===== src/hw/rtl/lsrf_pkg.sv =====
`timescale 1ns / 1ps
// Shared types, codes and helper functions for the link speed request filter.
// No dependencies; imported by every module of the block.
package lsrf_pkg;

	// Result status codes
	typedef enum logic [2:0] {
		ST_TICK     = 3'd0,
		ST_AT_SPEED = 3'd1,
		ST_HELD     = 3'd2,
		ST_ISSUED   = 3'd3,
		ST_INVALID  = 3'd4
	} status_t;

	// Configuration register indexes
	localparam logic [1:0] CFG_PORT_SPEEDS   = 2'd0;
	localparam logic [1:0] CFG_DEVICE_SPEEDS = 2'd1;
	localparam logic [1:0] CFG_DWELL_MS      = 2'd2;

	localparam int unsigned CfgIndexW = 2;
	localparam int unsigned CfgDataW  = 16;

	// Reset values of the configuration registers
	localparam logic [7:0]  PORT_SPEEDS_RST   = 8'd2;
	localparam logic [7:0]  DEVICE_SPEEDS_RST = 8'd255;
	localparam logic [15:0] DWELL_MS_RST      = 16'd1000;

	// Item kinds
	localparam logic KIND_TICK    = 1'b0;
	localparam logic KIND_REQUEST = 1'b1;

	typedef struct packed {
		logic [7:0]  port_speeds;
		logic [7:0]  device_speeds;
		logic [15:0] dwell_ms;
	} cfg_t;

	typedef struct packed {
		logic       retrain;
		logic [2:0] target_gen;
		status_t    status;
		logic       restart;  // attempt issued or invalid target: clear the dwell counter
		logic       count;    // tick that advances the dwell counter
	} decision_t;

	// Highest set bit among bits 1..7; 0 for none
	function automatic logic [2:0] top_bit(input logic [7:0] v);
		logic [2:0] n;
		n = 3'd0;
		for (int i = 1; i < 8; i++) begin
			if (v[i]) begin
				n = 3'(i);
			end
		end
		return n;
	endfunction

endpackage


===== src/hw/rtl/lsrf_cfg_regs.sv =====
`timescale 1ns / 1ps
// Configuration register file: port and device speed vectors and dwell time.
// Depends on lsrf_pkg for register indexes, reset values and cfg_t.
module lsrf_cfg_regs
	import lsrf_pkg::*;
(
	input  logic                 clk,
	input  logic                 arst_n,
	input  logic                 cfg_we,
	input  logic [CfgIndexW-1:0] cfg_index,
	input  logic [CfgDataW-1:0]  cfg_data,
	output cfg_t                 cfg
);

	cfg_t cfg_q;

	always_ff @(posedge clk or negedge arst_n) begin
		if (!arst_n) begin
			cfg_q.port_speeds   <= PORT_SPEEDS_RST;
			cfg_q.device_speeds <= DEVICE_SPEEDS_RST;
			cfg_q.dwell_ms      <= DWELL_MS_RST;
		end else if (cfg_we) begin
			unique case (cfg_index)
				CFG_PORT_SPEEDS:   cfg_q.port_speeds   <= cfg_data[7:0];
				CFG_DEVICE_SPEEDS: cfg_q.device_speeds <= cfg_data[7:0];
				CFG_DWELL_MS:      cfg_q.dwell_ms      <= cfg_data;
				default: ; // unmapped index: drop the write
			endcase
		end
	end

	assign cfg = cfg_q;

endmodule


===== src/hw/rtl/lsrf_decide.sv =====
`timescale 1ns / 1ps
// Decision logic for one item: step clamp, dwell and opt-in hold, target pick.
// Depends on lsrf_pkg for cfg_t, decision_t, status codes and top_bit.
module lsrf_decide
	import lsrf_pkg::*;
(
	input  cfg_t        cfg,
	input  logic        kind,
	input  logic [2:0]  requested_gen,
	input  logic [2:0]  current_gen,
	input  logic        all_opted_in,
	input  logic [15:0] elapsed_ms,
	input  logic        changed_once,
	output decision_t   dec
);

	logic [3:0] cur;
	logic [7:0] step_table;
	logic [7:0] below_mask;
	logic [2:0] step;
	logic       clamp_en;
	logic [2:0] want;
	logic       down;
	logic       dwell_open;
	logic [7:0] common;
	logic [7:0] desired;
	logic [2:0] tgt;

	always_comb begin
		// unknown current speed ranks above every generation
		cur        = (current_gen == 3'd0) ? 4'd8 : {1'b0, current_gen};
		step_table = cfg.port_speeds & 8'hFE;
		for (int i = 0; i < 8; i++) begin
			below_mask[i] = (4'(i) < cur);
		end
		step     = top_bit(step_table & below_mask);
		clamp_en = ({1'b0, requested_gen} < cur) && !cur[3] && step_table[cur[2:0]]
			&& (requested_gen != 3'd0) && step_table[requested_gen];
		want     = (clamp_en && (step > requested_gen)) ? step : requested_gen;
		down     = ({1'b0, want} < cur);
		dwell_open = (elapsed_ms < cfg.dwell_ms);

		common = cfg.port_speeds & cfg.device_speeds;
		if (common == 8'd0) begin
			common = 8'd2;
		end
		for (int i = 0; i < 8; i++) begin
			desired[i] = (i >= 1) && (3'(i) <= want);
		end
		tgt = top_bit(common & desired);
		if (tgt == 3'd0) begin
			tgt = 3'd1;
		end
	end

	always_comb begin
		dec = '{retrain: 1'b0, target_gen: 3'd0, status: ST_TICK, restart: 1'b0,
			count: 1'b0};
		priority if (kind == KIND_TICK) begin
			dec.count = dwell_open;
		end else if (down && changed_once && dwell_open) begin
			dec.status = ST_HELD;
		end else if ({1'b0, want} == cur) begin
			dec.status = ST_AT_SPEED;
		end else if (!all_opted_in) begin
			dec.status = ST_HELD;
		end else if ((want == 3'd0) || (want == 3'd7)) begin
			dec.status  = ST_INVALID;
			dec.restart = 1'b1;
		end else begin
			dec.status     = ST_ISSUED;
			dec.restart    = 1'b1;
			dec.retrain    = 1'b1;
			dec.target_gen = tgt;
		end
	end

endmodule


===== src/hw/rtl/link_speed_request_filter_core.sv =====
`timescale 1ns / 1ps
// Link speed request filter: turns governor speed requests into retrain commands.
// Result path: the input register takes each transfer and the decision logic feeds
// the result register; a stalled result holds the item in the input register.
// Throughput: one item per cycle while out_stall is low; the decision and dwell
// counter update both complete in the single stage between the two registers.
// Reset (arst_n, async, active low): pipeline empty, dwell counter 0, no attempt
// yet, config regs at port 2, device 255, dwell 1000 ms. Uses lsrf_pkg.
module link_speed_request_filter_core
	import lsrf_pkg::*;
(
	input  logic                 clk,
	input  logic                 arst_n,
	// configuration write port
	input  logic                 cfg_we,
	input  logic [CfgIndexW-1:0] cfg_index,
	input  logic [CfgDataW-1:0]  cfg_data,
	// input channel
	input  logic                 in_valid,
	output logic                 in_stall,
	input  logic                 kind,
	input  logic [2:0]           requested_gen,
	input  logic [2:0]           current_gen,
	input  logic                 all_opted_in,
	// result channel
	output logic                 out_valid,
	input  logic                 out_stall,
	output logic                 retrain,
	output logic [2:0]           target_gen,
	output logic [2:0]           status
);

	cfg_t      cfg;
	decision_t dec;

	// input register stage
	logic       valid_s1;
	logic       kind_s1;
	logic [2:0] requested_gen_s1;
	logic [2:0] current_gen_s1;
	logic       all_opted_in_s1;

	// result register stage
	logic       valid_s2;
	logic       retrain_s2;
	logic [2:0] target_gen_s2;
	status_t    status_s2;

	// dwell state
	logic [15:0] elapsed_ms_q;
	logic        changed_once_q;

	logic in_xfer;
	logic out_xfer;
	logic advance;

	lsrf_cfg_regs u_cfg_regs (
		.clk       (clk),
		.arst_n    (arst_n),
		.cfg_we    (cfg_we),
		.cfg_index (cfg_index),
		.cfg_data  (cfg_data),
		.cfg       (cfg)
	);

	lsrf_decide u_decide (
		.cfg           (cfg),
		.kind          (kind_s1),
		.requested_gen (requested_gen_s1),
		.current_gen   (current_gen_s1),
		.all_opted_in  (all_opted_in_s1),
		.elapsed_ms    (elapsed_ms_q),
		.changed_once  (changed_once_q),
		.dec           (dec)
	);

	// Advance the held item whenever the result register is free or drains this
	// cycle; stall the input only when both stages are occupied and blocked.
	assign out_xfer = valid_s2 && !out_stall;
	assign advance  = valid_s1 && (!valid_s2 || !out_stall);
	assign in_stall = valid_s1 && !advance;
	assign in_xfer  = in_valid && !in_stall;

	always_ff @(posedge clk or negedge arst_n) begin
		if (!arst_n) begin
			valid_s1 <= 1'b0;
		end else if (in_xfer) begin
			valid_s1 <= 1'b1;
		end else if (advance) begin
			valid_s1 <= 1'b0;
		end
	end

	// Capture payload on each input transfer; hold it otherwise.
	always_ff @(posedge clk) begin
		if (in_xfer) begin
			kind_s1          <= kind;
			requested_gen_s1 <= requested_gen;
			current_gen_s1   <= current_gen;
			all_opted_in_s1  <= all_opted_in;
		end
	end

	always_ff @(posedge clk or negedge arst_n) begin
		if (!arst_n) begin
			valid_s2 <= 1'b0;
		end else if (advance) begin
			valid_s2 <= 1'b1;
		end else if (out_xfer) begin
			valid_s2 <= 1'b0;
		end
	end

	always_ff @(posedge clk) begin
		if (advance) begin
			retrain_s2    <= dec.retrain;
			target_gen_s2 <= dec.target_gen;
			status_s2     <= dec.status;
		end
	end

	// Dwell counter: restart on every issued or invalid attempt, count ticks up to dwell.
	// Updated exactly once per item, as the item moves into the result stage.
	always_ff @(posedge clk or negedge arst_n) begin
		if (!arst_n) begin
			elapsed_ms_q   <= '0;
			changed_once_q <= 1'b0;
		end else if (advance) begin
			if (dec.restart) begin
				elapsed_ms_q   <= '0;
				changed_once_q <= 1'b1;
			end else if (dec.count) begin
				elapsed_ms_q <= elapsed_ms_q + 16'd1;
			end
		end
	end

	assign out_valid  = valid_s2;
	assign retrain    = retrain_s2;
	assign target_gen = target_gen_s2;
	assign status     = 3'(status_s2);

`ifndef NO_ASSERTIONS
	// a retrain goes out exactly with the issued status
	a_retrain_status: assert property (@(posedge clk) disable iff (!arst_n)
		out_valid |-> (retrain == (status == 3'(ST_ISSUED))))
		else $error("retrain flag disagrees with status");

	// no target generation unless retraining
	a_target_zero: assert property (@(posedge clk) disable iff (!arst_n)
		(out_valid && !retrain) |-> (target_gen == 3'd0))
		else $error("target_gen nonzero without retrain");

	// an issued or invalid attempt clears the dwell counter
	a_restart_clears: assert property (@(posedge clk) disable iff (!arst_n)
		(advance && dec.restart) |=> (elapsed_ms_q == 16'd0) && changed_once_q)
		else $error("dwell counter not restarted after attempt");

	// input is only stalled when both stages hold an item
	a_stall_full: assert property (@(posedge clk) disable iff (!arst_n)
		in_stall |-> (valid_s1 && valid_s2 && out_stall))
		else $error("input stalled with room in the pipeline");

	// once an attempt was issued the flag stays set until reset
	a_changed_sticky: assert property (@(posedge clk) disable iff (!arst_n)
		!$fell(changed_once_q))
		else $error("changed_once cleared without reset");
`endif

endmodule

===== config.mk =====
export PLATFORM = sky130hd
export DESIGN_NAME = link_speed_request_filter_core
export DESIGN_NICKNAME = d
export VERILOG_FILES = /design/src/hw/rtl/lsrf_pkg.sv /design/src/hw/rtl/lsrf_cfg_regs.sv /design/src/hw/rtl/lsrf_decide.sv /design/src/hw/rtl/link_speed_request_filter_core.sv
export SDC_FILE = /design/constraint.sdc
export NUM_CORES = 1
export LEC_CHECK = 0
export ABC_AREA = 1
export ABC_CLOCK_PERIOD_IN_PS = 5500
export BUFFER_PORTS_ARGS = -buffer_cell sky130_fd_sc_hd__buf_2
export CAP_MARGIN = 25
export CELL_PAD_IN_SITES_DETAIL_PLACEMENT = 2
export CELL_PAD_IN_SITES_GLOBAL_PLACEMENT = 2
export CORE_MARGIN = 5
export CORE_UTILIZATION = 37
export CTS_CLUSTER_SIZE = 24
export DETAILED_ROUTE_END_ITERATION = 16
export PLACE_DENSITY = 0.93
export SETUP_SLACK_MARGIN = 0.05
export SLEW_MARGIN = 20
export SYNTH_ARGS = -nofsm -noshare
export SYNTH_HDL_FRONTEND = slang
export SYNTH_SLANG_ARGS = --single-unit

===== constraint.sdc =====
create_clock -name clk -period 5.5 [get_ports clk]
set_input_delay 0.275 -clock clk [delete_from_list [all_inputs] [get_ports clk]]
set_output_delay 0.275 -clock clk [all_outputs]
set_load 0.005 [all_outputs]

== Yosys cells after proc, flatten, opt, wreduce, memory -nomap -nowiden ==
Cells that the tools add are included.
Operators by class
  add/sub/neg operators: 1
  order comparisons: 21
  equality and inequality tests: 4
  multiplexer cells: 38
  bitwise gates (word level): 5
  reductions and logical operators: 36
Operator list (number)
  $mux W3: 12
  $mux W16: 2
  $and A8 B8 Y8: 3
  $add A16 B1 Y16 const B: 1
  $lt A16 B16 Y1: 1
  $lt A3 B4 Y1 const A: 4
  $mux W1: 13
  $le A3 B3 Y1 const A: 4
  $mux W4: 3
  $logic_and A1 B1 Y1: 11
  $mux W2: 5
  $reduce_and A2 Y1: 5
  $logic_not A3 Y1: 3
  $logic_not A8 Y1: 1
  $lt A1 B4 Y1 const A: 2
  $lt A2 B4 Y1 const A: 2
  $lt A3 B4 Y1: 2
  $lt A3 B4 Y1 const B: 2
  $mux W8: 1
  $bmux W1 S3: 2
  $le A2 B3 Y1 const A: 2
  $reduce_bool A2 Y1: 3
  $reduce_or A6 Y1: 1
  $logic_not A1 Y1: 5
  13 further kinds: 15
Storage, ports and cells
  bits in registers: 66
  input bits: 31
  logic and storage cells: 122

== Logic depth before layout (Yosys ltp) ==
Gate-level depths: netlist of the first run.
  depth after elaboration: 26
  gate-level depth with buffers: 33

== By module ==
A second synthesis of the first run with hierarchy kept.
Second synthesis, totals
  cells, all modules: 552
  area, all modules: 4247.8 µm²
Modules (own cells, without submodules)
  link_speed_request_filter_core: instances 1, cells each 157, area an instance 1512.7 µm², sequential area each 925.9 µm²
  lsrf_cfg_regs: instances 1, cells each 143, area an instance 1395.1 µm², sequential area each 819.5 µm²
  lsrf_decide: instances 1, cells each 252, area an instance 1340.0 µm², sequential area each 0.0 µm²

== Worst setup path before layout of the first run ==
OpenSTA, ideal clock, no wires.
  kind: reg2reg
  start: register current_gen_s1[1]
  end: register target_gen_s2[0], in the netlist target_gen[0], data pin
  library setup time: 0.249 ns
  arrival: 2.955 ns
  required time: 5.251 ns
  setup slack: 2.296 ns
  stages on the path, launching flop included: 30
  buffers on the path: 0
  period minus slack after synthesis: 3.204 ns
  path through: edfxtp_1 > inv_2 > nand2_4 > nand2_4 > nand3_1 > nand2_1 > inv_1 > nand2_1 > nand2_1 > ha_1 > nand2_1 > nor2_1 > nor2_1 > nor2_1 > nand3_1 > inv_1 > nand3_1 > nand2_2 > inv_1 > ha_1 > nand2_1 > inv_1 > nand2_1 > nand3b_2 > nand2_2 > clkinv_2 > nand4_1 > inv_2 > nand2_1 > inv_1
On the way
  word-level cells in the longest chain between the ends: 25
RTL lines
  start: declaration: line link_speed_request_filter_core.sv:40  | logic [2:0] current_gen_s1;
  start signal: assignment: line link_speed_request_filter_core.sv:99  | current_gen_s1 <= current_gen;
  $logic_not A3 Y1: line lsrf_decide.sv:31  | cur = (current_gen == 3'd0) ? 4'd8 : {1'b0, current_gen};
  $mux W4 *: line lsrf_decide.sv:31
  $lt A1 B4 Y1: line lsrf_decide.sv:34  | below_mask[i] = (4'(i) < cur);
  $and A8 B8 Y8: line lsrf_decide.sv:36  | step = top_bit(step_table & below_mask);
  $mux W1: line lsrf_pkg.sv:51  | if (v[i]) begin
  $mux W3 (6 in series): line lsrf_pkg.sv:51
  $gt A3 B3 Y1: line lsrf_decide.sv:39  | want = (clamp_en && (step > requested_gen)) ? step : requested_gen;
  $logic_and A1 B1 Y1: line lsrf_decide.sv:39
  $mux W3: line lsrf_decide.sv:39
  $le A1 B3 Y1: line lsrf_decide.sv:48  | desired[i] = (i >= 1) && (3'(i) <= want);
  $and A8 B8 Y8: line lsrf_decide.sv:50  | tgt = top_bit(common & desired);
  $mux W1: line lsrf_pkg.sv:51
  $mux W2 (2 in series): line lsrf_pkg.sv:51
  $mux W3 (4 in series): line lsrf_pkg.sv:51
  $logic_not A3 Y1: line lsrf_decide.sv:51  | if (tgt == 3'd0) begin
  $mux W3: line lsrf_decide.sv:51
  end signal: assignment: line link_speed_request_filter_core.sv:117  | target_gen_s2 <= dec.target_gen;
  end: declaration: line link_speed_request_filter_core.sv:46  | logic [2:0] target_gen_s2;
Every way passes the cells marked *; elsewhere a longest branch is shown, timed or not. The select of a mux whose other input is x is not followed.
A chain may end at the register's enable or synchronous reset.

== Worst setup path after layout of the first run ==
  start: register current_gen_s1[1]
  end: register elapsed_ms_q[4]
On the way
  word-level cells in the longest chain between the ends: 21
RTL lines
  $logic_not A3 Y1: line lsrf_decide.sv:31
  $mux W4 *: line lsrf_decide.sv:31
  $lt A1 B4 Y1: line lsrf_decide.sv:34
  $and A8 B8 Y8: line lsrf_decide.sv:36
  $mux W1: line lsrf_pkg.sv:51
  $mux W3 (6 in series): line lsrf_pkg.sv:51
  $gt A3 B3 Y1: line lsrf_decide.sv:39
  $logic_and A1 B1 Y1: line lsrf_decide.sv:39
  $mux W3: line lsrf_decide.sv:39
  $lt A3 B4 Y1: line lsrf_decide.sv:40  | down = ({1'b0, want} < cur);
  $logic_and A1 B1 Y1 (2 in series): line lsrf_decide.sv:61  | end else if (down && changed_once && dwell_open) begin
  $mux W1 *: line lsrf_decide.sv:61
  $mux W1 *: line lsrf_decide.sv:59  | priority if (kind == KIND_TICK) begin
  $reduce_bool A2 Y1 (no source line)
  $reduce_and A2 Y1 (no source line)
  end signal: assignment: line link_speed_request_filter_core.sv:133  | elapsed_ms_q <= elapsed_ms_q + 16'd1;
  end: declaration: line link_speed_request_filter_core.sv:50  | logic [15:0] elapsed_ms_q;
Marks and branches as above.

==> metrics.cfg, run 1 <==
[routing]
drtIter0Drc=104
wirelength_mm=13.6
remaining_drc_errors=0
viasPerCell=5.13
num_vias=3719
post_drt_wl_per_cell_um=18.7
ant_nets=0
dr.pass1.iters=4

[clock_network]
cts_sinks=66
cts_tree=built
postCtsSetupBuffers=0
clk_pin_slew_ns=0.09
postCtsHoldBufs=0
cts_made_buffers=9
cts_resized=0
clk_path_buf_depth=2
insertion_delay_ns=0.37
clock-root-buffer=clkbuf_8
cts.htree.levels=3

[floorplanning]
dieArea_sq_um=13100
num_rows=38
start_util=0.375
die_y_um=114
num_io_pins=40
die_x_um=114
core-area_sq_um=10700

[timing]
rsz0062_at_grt=false
fin_skew_ns=0.0145
slew_headroom=0.540
worstMarginPinSlew_ns=0.690
fmax_mhz=257
finalHoldViolations=0
worst_slack_ns=1.60
finalCriticalPeriod_ns=3.90
fin_hold_ws_ns=0.0296
slew_viol_final=0
finalCritPeriodShare=0.708
fin_tns_setup_ns=0
setup_viol=0

[finish]
multi_input_comb_area_sq_um=1900
drive_gt1_frac=0.154
fin_util=0.426
antenna_cells=0
final_cells=725
areaGrowthSynthToFinish_pct=13.5
fillers=1283
final_nets=634
seq_area_sq_um=1750
fin_area_sq_um=4580

[placed_design]
port_buffers=39
place_congestion=0.856
pre_cts_slack_ns=1.71
dpl-instance-area_sq_um=4370
place_hpwl_mm=9.99
dp_cells=709

[synth]
synth_nets=593
netlist_area_sq_um=4030
synthXorXnorAreaFrac=0.0217
synth_top_family_by_area=simple AND/OR/NAND/NOR gates
syn_inst=539
synth_area_leaders=dfrtp_1, nand2_1, edfxtp_1, dfstp_2, inv_1
synth.most_common_cell=nand2_1
async_reset_ff_frac=0.773
synthTopCellsByCount=nand2_1, inv_1, nor2_1
ys_dominant_reg_cell=dfrtp_1
synth_compound_area_frac=0.0763
synth_top_cell_area_share=0.223
synth_area_leader_cell=dfrtp_1
synthAdderAreaFrac=0.0714
yosys.area_share.simple=0.300
ys_types=32
syn_area_per_cell_sq_um=7.48
synthMuxAreaShare=0
synth_warnings=0
seq_area_frac_synth=0.433
ys_seq_elements=66
synth_edf_count=15

[worst_setup_path]
crit_start=current_gen_s1[1]
r2r-end=elapsed_ms_q[4]
cp_max_fo=17
slowest_stage=edfxtp_1
endpoint=elapsed_ms_q[4]
r2r-start=current_gen_s1[1]
r2r_cells=29
crit_path_end_kind=flop
crit_type=reg -> reg
max_stage_delay_ns=0.53
crit_top_cell=nand2_1
critPathArrivalTime_ns=4.19
reg2reg_slack_ns=1.60
worstPathRequired_ns=5.79
crit_path_start_kind=flop

[global_route]
grt_pass1_vias=4368
grt_pass1_wl_mm=22.2
grt_max_degree=52
grt_overflow_total=0
grt_use_total=0.222
antenna_found_initial=0

[pwr]
power.density_nw_per_um2=348
cellLeakagePower_nw=2.42
ir_worst_vdd_mv=0.153
p_total_mw=1.59

[run]
max-cap-violations=0

[outcome]
status=complete, no violations

[hold_path]
hold_path_class=in -> async

-- cells by family after synthesis --
logic type | Yosys count
compound gates | 60
xor+xnor | 10
buf+inv | 101
fa+ha+maj | 23
simple gates | 279
flops | 66
-- report_power, final --
part	internal (mW)	switching, mW	total (mW)
Sequential	0.601	0.0882	0.689
Clock	0.222	0.213	0.434
Combinational	0.160	0.310	0.470
Total	0.982	0.611	1.59
-- worst max-delay path: cells and delay by family (launching register included) --
family        cells  cell delay [ns]
simple gates     20             2.03
flops             1             0.53
buf+inv           7             0.70
fa+ha+maj         2             0.54
-- per-layer routing --
metal	wire length (um)	vias to the layer above	GRT usage
met2	7570	59	0.428
met4	455	0	0.0966
met1	5180	1850	0.233
met5	0	-	0
met3	369	25	0.0370
li1	-	1785	-
-- worst min path at each step --
stage / start / cells after the start / end / slack, ns
floorplan: arst_n / 0 / changed_once_q / -0.02
finish: arst_n / 2 / elapsed_ms_q[12] / 0.03
global route: current_gen[1] / 1 / current_gen_s1[1] / 0.06
detailed placement: arst_n / 2 / elapsed_ms_q[11] / 0.44
global placement: arst_n / 2 / changed_once_q / 0.44
CTS: arst_n / 2 / elapsed_ms_q[4] / 0.04
-- state kept, by name (all words and copies together), names as in the netlist --
name / cells
all_opted_in_s1: 1
current_gen_s1: 3
elapsed_ms_q: 16
out_valid: 1
u_cfg_regs.cfg: 32
requested_gen_s1: 3
valid_s1: 1
kind_s1: 1
changed_once_q: 1
retrain: 1
target_gen: 3
status: 3
-- placed cells by master (no fill, tap or decap), types with 3 or more instances in the layout --
cell type and count:
nand2_1 161, inv_1 83, nor2_1 48, buf_2 39, nand3_1 36, dfrtp_1 36
o21ai_0 34, a21oi_1 23, ha_1 23, edfxtp_1 15, dfstp_2 15, clkbuf_8 10
nand4_1 9, nor3_1 8, xor2_1 5, xnor2_1 5, inv_2 4, nand2_4 3
nand2_2 3, nand3_2 3
-- cell type report --
cell class | count | share of cell area
clock inverters | 6 | 0.0145
well taps | 140 | 0.0383
repair buffers | 41 | 0.0459
inverters | 90 | 0.0747
flip-flops and latches | 66 | 0.381
multi-input cells | 372 | 0.415
clock buffers | 10 | 0.0301
(Power assumes the default switching activity.)
==> run 2, diff against run 1 <==
--- a/config.mk
+++ b/config.mk
@@ -6,16 +6,16 @@
 export NUM_CORES = 1
 export LEC_CHECK = 0
 export ABC_AREA = 1
-export ABC_CLOCK_PERIOD_IN_PS = 5500
+export ABC_CLOCK_PERIOD_IN_PS = 3570
 export BUFFER_PORTS_ARGS = -buffer_cell sky130_fd_sc_hd__buf_2
 export CAP_MARGIN = 25
 export CELL_PAD_IN_SITES_DETAIL_PLACEMENT = 2
 export CELL_PAD_IN_SITES_GLOBAL_PLACEMENT = 2
 export CORE_MARGIN = 5
-export CORE_UTILIZATION = 37
+export CORE_UTILIZATION = 31
 export CTS_CLUSTER_SIZE = 24
 export DETAILED_ROUTE_END_ITERATION = 16
-export PLACE_DENSITY = 0.93
+export PLACE_DENSITY = 0.84
 export SETUP_SLACK_MARGIN = 0.05
 export SLEW_MARGIN = 20
 export SYNTH_ARGS = -nofsm -noshare
==> constraint.sdc (replaced) <==
create_clock -name clk -period 3.57 [get_ports clk]
set_input_delay 0.1785 -clock clk [delete_from_list [all_inputs] [get_ports clk]]
set_output_delay 0.1785 -clock clk [all_outputs]
set_load 0.005 [all_outputs]
==> metrics.cfg, run 2 (synthesis gave the netlist of run 1 again) <==
[pwr]
power.density_nw_per_um2=560  ; +61%
p_sw_mw=1.14  ; +87%
p_clk_frac=0.328  ; +0.055
pwr-share-comb=0.324  ; +0.029
p_int_mw=1.91  ; +94%
cellLeakagePower_nw=2.72  ; +12%
seqPwrFrac=0.348  ; -0.084
ir_worst_vdd_mv=0.258  ; +69%
p_sw_frac=0.375  ; -0.00886

[routing]
post_drt_wl_per_cell_um=21.2  ; +13%
drtIter0Drc=151  ; +45%
wirelength_mm=16.9  ; +24%
num_vias=4037  ; +8.6%
viasPerCell=5.06  ; -1.4%
remaining_drc_errors=0  ; unchanged
dr.pass1.iters=4  ; unchanged
ant_nets=0  ; unchanged

[global_route]
grt_pass1_vias=4343  ; -0.57%
grt_max_degree=33  ; -37%
antenna_found_initial=0  ; unchanged
grt_use_total=0.202  ; -0.0202
grt_overflow_total=0  ; unchanged
grt_pass1_wl_mm=23.3  ; +5.1%

[run]
max-cap-violations=0  ; unchanged

[timing]
fin_hold_ws_ns=0.0146  ; -0.0150 ns
finalHoldViolations=0  ; unchanged
slew_viol_final=0  ; unchanged
fin_skew_ns=0.0210  ; +0.00650 ns
finalCritPeriodShare=1.06  ; +0.355
fin_tns_setup_ns=-1.70  ; -1.70 ns
worst_slack_ns=-0.225  ; -1.83 ns
slew_headroom=0.574  ; +0.0340
rsz0062_at_grt=true
worstMarginPinSlew_ns=0.632  ; -0.0576 ns
setup_viol=22  ; +22
fmax_mhz=264  ; +2.7%
finalCriticalPeriod_ns=3.79  ; -0.101 ns

[outcome]
status=finished with violations
violations=setup timing

[floorplanning]
core-area_sq_um=12700  ; +18%
num_io_pins=40  ; unchanged
start_util=0.318  ; -0.0570
dieArea_sq_um=15400  ; +18%
die_y_um=124  ; +8.4%
num_rows=41  ; +7.9%
die_x_um=124  ; +8.4%

[placed_design]
port_buffers=39  ; unchanged
place_hpwl_mm=9.94  ; -0.44%
place_congestion=0.868  ; +1.3%
dpl-instance-area_sq_um=4470  ; +2.3%

[clock_network]
cts_sinks=66  ; unchanged
clk_path_buf_depth=2  ; unchanged
cts_made_buffers=9  ; unchanged
clock-root-buffer=clkbuf_16
clk_pin_slew_ns=0.08  ; about the same
insertion_delay_ns=0.35  ; -0.02 ns
cts_tree=built
cts.htree.levels=3  ; unchanged

[finish]
fin_area_sq_um=5440  ; +19%
drive_gt1_frac=0.324  ; +0.170
antenna_cells=0  ; unchanged
largest_reg_flops=32  ; unchanged
final_nets=675  ; +6.5%
layout_commonest_cell=nand2_1
fillers=1443  ; +12%
areaGrowthSynthToFinish_pct=34.8
layout_common_cells=nand2_1, inv_1, nor2_1

[worst_setup_path]
crit_top_cell=nand2_2
r2r-start=current_gen_s1[1]
crit_path_end_kind=flop
worstPathRequired_ns=3.67  ; -2.12 ns
slowest_stage=edfxtp_1
max_stage_delay_ns=0.52  ; about the same
crit_path_start_kind=flop
critPathArrivalTime_ns=3.90  ; -0.29 ns
cp_max_fo=7  ; -10
crit_type=reg -> reg
crit_start=current_gen_s1[1]

[hold_path]
hold_path_class=in -> reg
hold_start=current_gen[0]

run 2: layer usage:
layer / up-vias / global-route usage / share of wire / wire length (um)
met5: - / 0 / 0 / 0
met4: 0 / 0.0849 / 0.039 / 658
met3: 37 / 0.0436 / 0.033 / 560
met2: 95 / 0.367 / 0.53 / 9000
met1: 2038 / 0.227 / 0.40 / 6680
li1: 1867 / - / - / -
run 2: layout make-up:
type                            instances  area [sq um]  area share
Multi-Input combinational cell        372          2250       0.414
Sequential cell                        66          1750       0.321
Timing Repair Buffer                   82           558       0.103
Inverter                               90           350      0.0644
Clock buffer                            9           225      0.0414
Tap cell                              172           215      0.0396
Clock inverter                          7          93.8      0.0173
run 2: path summary, 6_finish.rpt:
check,endpoint,slack (ns),cells past startpoint
worst max-delay path,target_gen[0],-0.22,28
worst max register to register,target_gen[0],-0.22,28
min in group asynchronous,u_cfg_regs.cfg[14],0.35,2
worst min register to register,out_valid,0.47,2
worst min-delay path,current_gen_s1[0],0.01,1
max in group asynchronous,u_cfg_regs.cfg[3],2.35,3
run 2: repair_timing:
item / 4_1_cts / 5_1_grt
hold buffers: 1 / 0
setup endpoints to repair: 22 / 24
pin swaps: 8 / 33
buffers inserted: 13 / 20
endpoints found under the hold margin: 20 / 0
resized for setup: 10 / 96
run 2: metrics by stage:
stage	util	setup WS (ns)	power, mW	instances
final	0.429	-0.225	3.05	798
after global routing	0.429	-0.352	3.21	798
after CTS	0.391	0.0525	2.81	779
after detailed placement	0.353	-0.227	1.77	749
after global placement	0.353	0.0693	1.70	749
after floorplan	-	0.366	1.49	539
run 2: critical path, delay by kind of cell (launching register included):
kind                     cells  cell delay [ns]
adder cells (fa/ha/maj)      1             0.21
flip-flops                   1             0.52
AND/OR/NAND/NOR             20             2.12
buffers and inverters        7             0.69
run 2: power by group through the flow:
stage	logic (mW)	clock network (mW)	registers, mW
global route	1.08	1.04	1.08
detailed placement	0.704	0	1.06
floorplan	0.477	0	1.02
finish	0.986	1.00	1.06
CTS	0.776	0.982	1.05
global placement	0.647	0	1.05
==> run 3, diff against run 2 <==
--- a/config.mk
+++ b/config.mk
@@ -15,7 +15,7 @@
 export CORE_UTILIZATION = 31
 export CTS_CLUSTER_SIZE = 24
 export DETAILED_ROUTE_END_ITERATION = 16
-export PLACE_DENSITY = 0.84
+export PLACE_DENSITY_LB_ADDON = 0.05
 export SETUP_SLACK_MARGIN = 0.05
 export SLEW_MARGIN = 20
 export SYNTH_ARGS = -nofsm -noshare
==> metrics.cfg, run 3 (synthesis gave the netlist of run 1 again) <==
[worst_setup_path]
r2r-start=current_gen_s1[1]
crit_path_start_kind=flop
critPathArrivalTime_ns=3.66  ; -0.24 ns
reg2reg_slack_ns=0.14  ; +0.36 ns
worstPathRequired_ns=3.80  ; +0.13 ns
crit_type=reg -> reg
r2r_cells=26  ; -7.1%
crit_path_end_kind=flop
cp_max_fo=8  ; +1
r2r-end=elapsed_ms_q[2]

[finish]
final_cells=786  ; -1.5%
antenna_cells=0  ; unchanged
layout_common_cells=nand2_1, inv_1, nor2_1
areaGrowthSynthToFinish_pct=31.4
largest_reg_flops=32  ; unchanged
final_nets=663  ; -1.8%
drive_gt1_frac=0.293  ; -0.0311
layout_commonest_cell=nand2_1

[pwr]
p_clk_frac=0.328  ; about the same
p_sw_mw=1.02  ; -11%
p_total_mw=2.90  ; -4.7%
p_int_mw=1.89  ; -1.1%
ir_worst_vdd_mv=0.277  ; +7.0%
seqPwrFrac=0.363  ; +0.015
pwr-share-comb=0.309  ; -0.015
cellLeakagePower_nw=2.67  ; -1.8%
power.density_nw_per_um2=548  ; -2.3%
p_sw_frac=0.351  ; -0.0240

[clock_network]
insertion_delay_ns=0.34  ; about the same
cts_tree=built
clock-root-buffer=clkbuf_16
cts_made_buffers=9  ; unchanged
cts.htree.levels=3  ; unchanged
cts_sinks=66  ; unchanged
clk_path_buf_depth=2  ; unchanged
clk_pin_slew_ns=0.06  ; -0.02 ns

[hold_path]
hold_start=requested_gen[1]
hold_path_class=in -> reg
hold_depth=1  ; unchanged
holdPathEnd=requested_gen_s1[1]

[timing]
fmax_mhz=291  ; +11%
finalCriticalPeriod_ns=3.43  ; -0.361 ns
worstMarginPinSlew_ns=0.729  ; +0.0967 ns
finalHoldViolations=0  ; unchanged
slew_viol_final=0  ; unchanged
fin_skew_ns=0.00999  ; -0.0110 ns
setup_viol=0  ; -100%
rsz0062_at_grt=true
finalCritPeriodShare=0.962  ; -0.101
slew_headroom=0.514  ; -0.0600

[routing]
viasPerCell=4.78  ; -5.6%
drtIter0Drc=125  ; -17%
num_vias=3754  ; -7.0%
dr.pass1.iters=4  ; unchanged
post_drt_wl_per_cell_um=17.4  ; -18%
wirelength_mm=13.6  ; -19%
remaining_drc_errors=0  ; unchanged
ant_nets=0  ; unchanged

[global_route]
grt_max_degree=33  ; unchanged
grt_overflow_total=0  ; unchanged
grt_pass1_vias=4090  ; -5.8%
grt_pass1_wl_mm=21.4  ; -8.2%
antenna_found_initial=0  ; unchanged
grt_use_total=0.183  ; -0.0188

[floorplanning]
start_util=0.318  ; unchanged
core-area_sq_um=12700  ; unchanged
num_io_pins=40  ; unchanged
dieArea_sq_um=15400  ; unchanged
die_x_um=124  ; unchanged
num_rows=41  ; unchanged
die_y_um=124  ; unchanged

[placed_design]
port_buffers=39  ; unchanged
place_congestion=0.815  ; -6.1%
place_hpwl_mm=10.2  ; +2.4%
dp_cells=753  ; +0.53%

[outcome]
status=complete, no violations

[run]
max-cap-violations=0  ; unchanged

[run 3: cell types whose count changed in the layout (fill, tap and decap cells not counted), moves of 3 or more]
| cell | delta |
|---|---|
| nor2_2 | -5 |
| buf_4 | -9 |
| nand2_4 | -5 |
| nand2_2 | +3 |
| clkbuf_16 | +3 |
| buf_6 | -4 |
| inv_1 | +4 |
| nand2_1 | +4 |
| nor2_4 | +5 |
[run 3: per-stage QoR]
stage          hold WS [ns]  worst slack [ns]  cell area, sq um   util  setup TNS (ns)
2_1_floorplan        -0.117             0.366              4030      -               0
3_3_place_gp          0.284            0.0853              4500  0.355               0
3_5_place_dp          0.279            -0.121              4500  0.355           -1.55
4_1_cts            0.000387            0.0633              4920  0.388               0
5_1_grt             0.00110           -0.0887              5300  0.418           -1.18
6_report             0.0118             0.136              5300  0.418               0
[run 3: power groups by stage]
stage	registers, mW	clock network, mW	logic [mW]
after floorplan	1.02	0	0.477
after global placement	1.05	0	0.679
after detailed placement	1.06	0	0.728
after CTS	1.05	0.971	0.766
after global routing	1.07	1.00	1.03
final	1.05	0.952	0.897
[run 3: layout make-up]
type | instances | area (sq um)
Clock buffer | 13 | 272
Clock inverter | 3 | 46.3
Fill cell | 1455 | 7370
Inverter | 90 | 343
Multi-Input combinational cell | 372 | 2190
Sequential cell | 66 | 1750
Tap cell | 172 | 215
Timing Repair Buffer | 70 | 485
[run 3: worst max-delay path, stage by stage, from the launching register on]
cell and delay [ns]:
edfxtp_1 0.46, buf_4 0.18, nor2_2 0.07, nand2_1 0.10, nand3_4 0.10, nand2_4 0.07
nor2_4 0.11, inv_1 0.07, ha_4 0.29, nand2_4 0.06, nor2_4 0.12, nor2_4 0.06
nor2_4 0.07, nand3_2 0.10, buf_6 0.14, nor2_4 0.12, nand3_2 0.10, nand2_2 0.12
ha_4 0.21, nand2_2 0.05, nand3b_4 0.13, nand2_4 0.06, inv_4 0.07, nand4_4 0.13
clkbuf_16 0.23, nand2_2 0.07, inv_1 0.03
[run 3: what timing repair did]
| item | CTS | global route |
|---|---|---|
| hold buffers | 1 | 0 |
| setup endpoints to repair | 22 | 24 |
| gates cloned | 0 | 2 |
| gates resized for setup | 6 | 73 |
| pin swaps | 6 | 28 |
| hold endpoints to repair | 19 | 0 |
| setup buffers | 6 | 8 |
[run 3: worst max path at each step]
stage                           start         endpoint  slack (ns)  cells past startpoint
finish              current_gen_s1[1]  elapsed_ms_q[2]        0.14                     26
global route        current_gen_s1[1]  elapsed_ms_q[2]       -0.09                     26
CTS                 current_gen_s1[0]    target_gen[0]        0.06                     30
detailed placement  current_gen_s1[0]    target_gen[0]       -0.12                     28
global placement    current_gen_s1[0]    target_gen[0]        0.09                     28
floorplan           current_gen_s1[1]    target_gen[0]        0.37                     29
[run 3: metal layers]
metal,vias to the layer above,part of all wire,global-route usage
li1,1842,-,-
met1,1858,0.49,0.250
met2,46,0.48,0.299
met3,8,0.024,0.0400
met4,0,0.0092,0.0370
met5,-,0,0
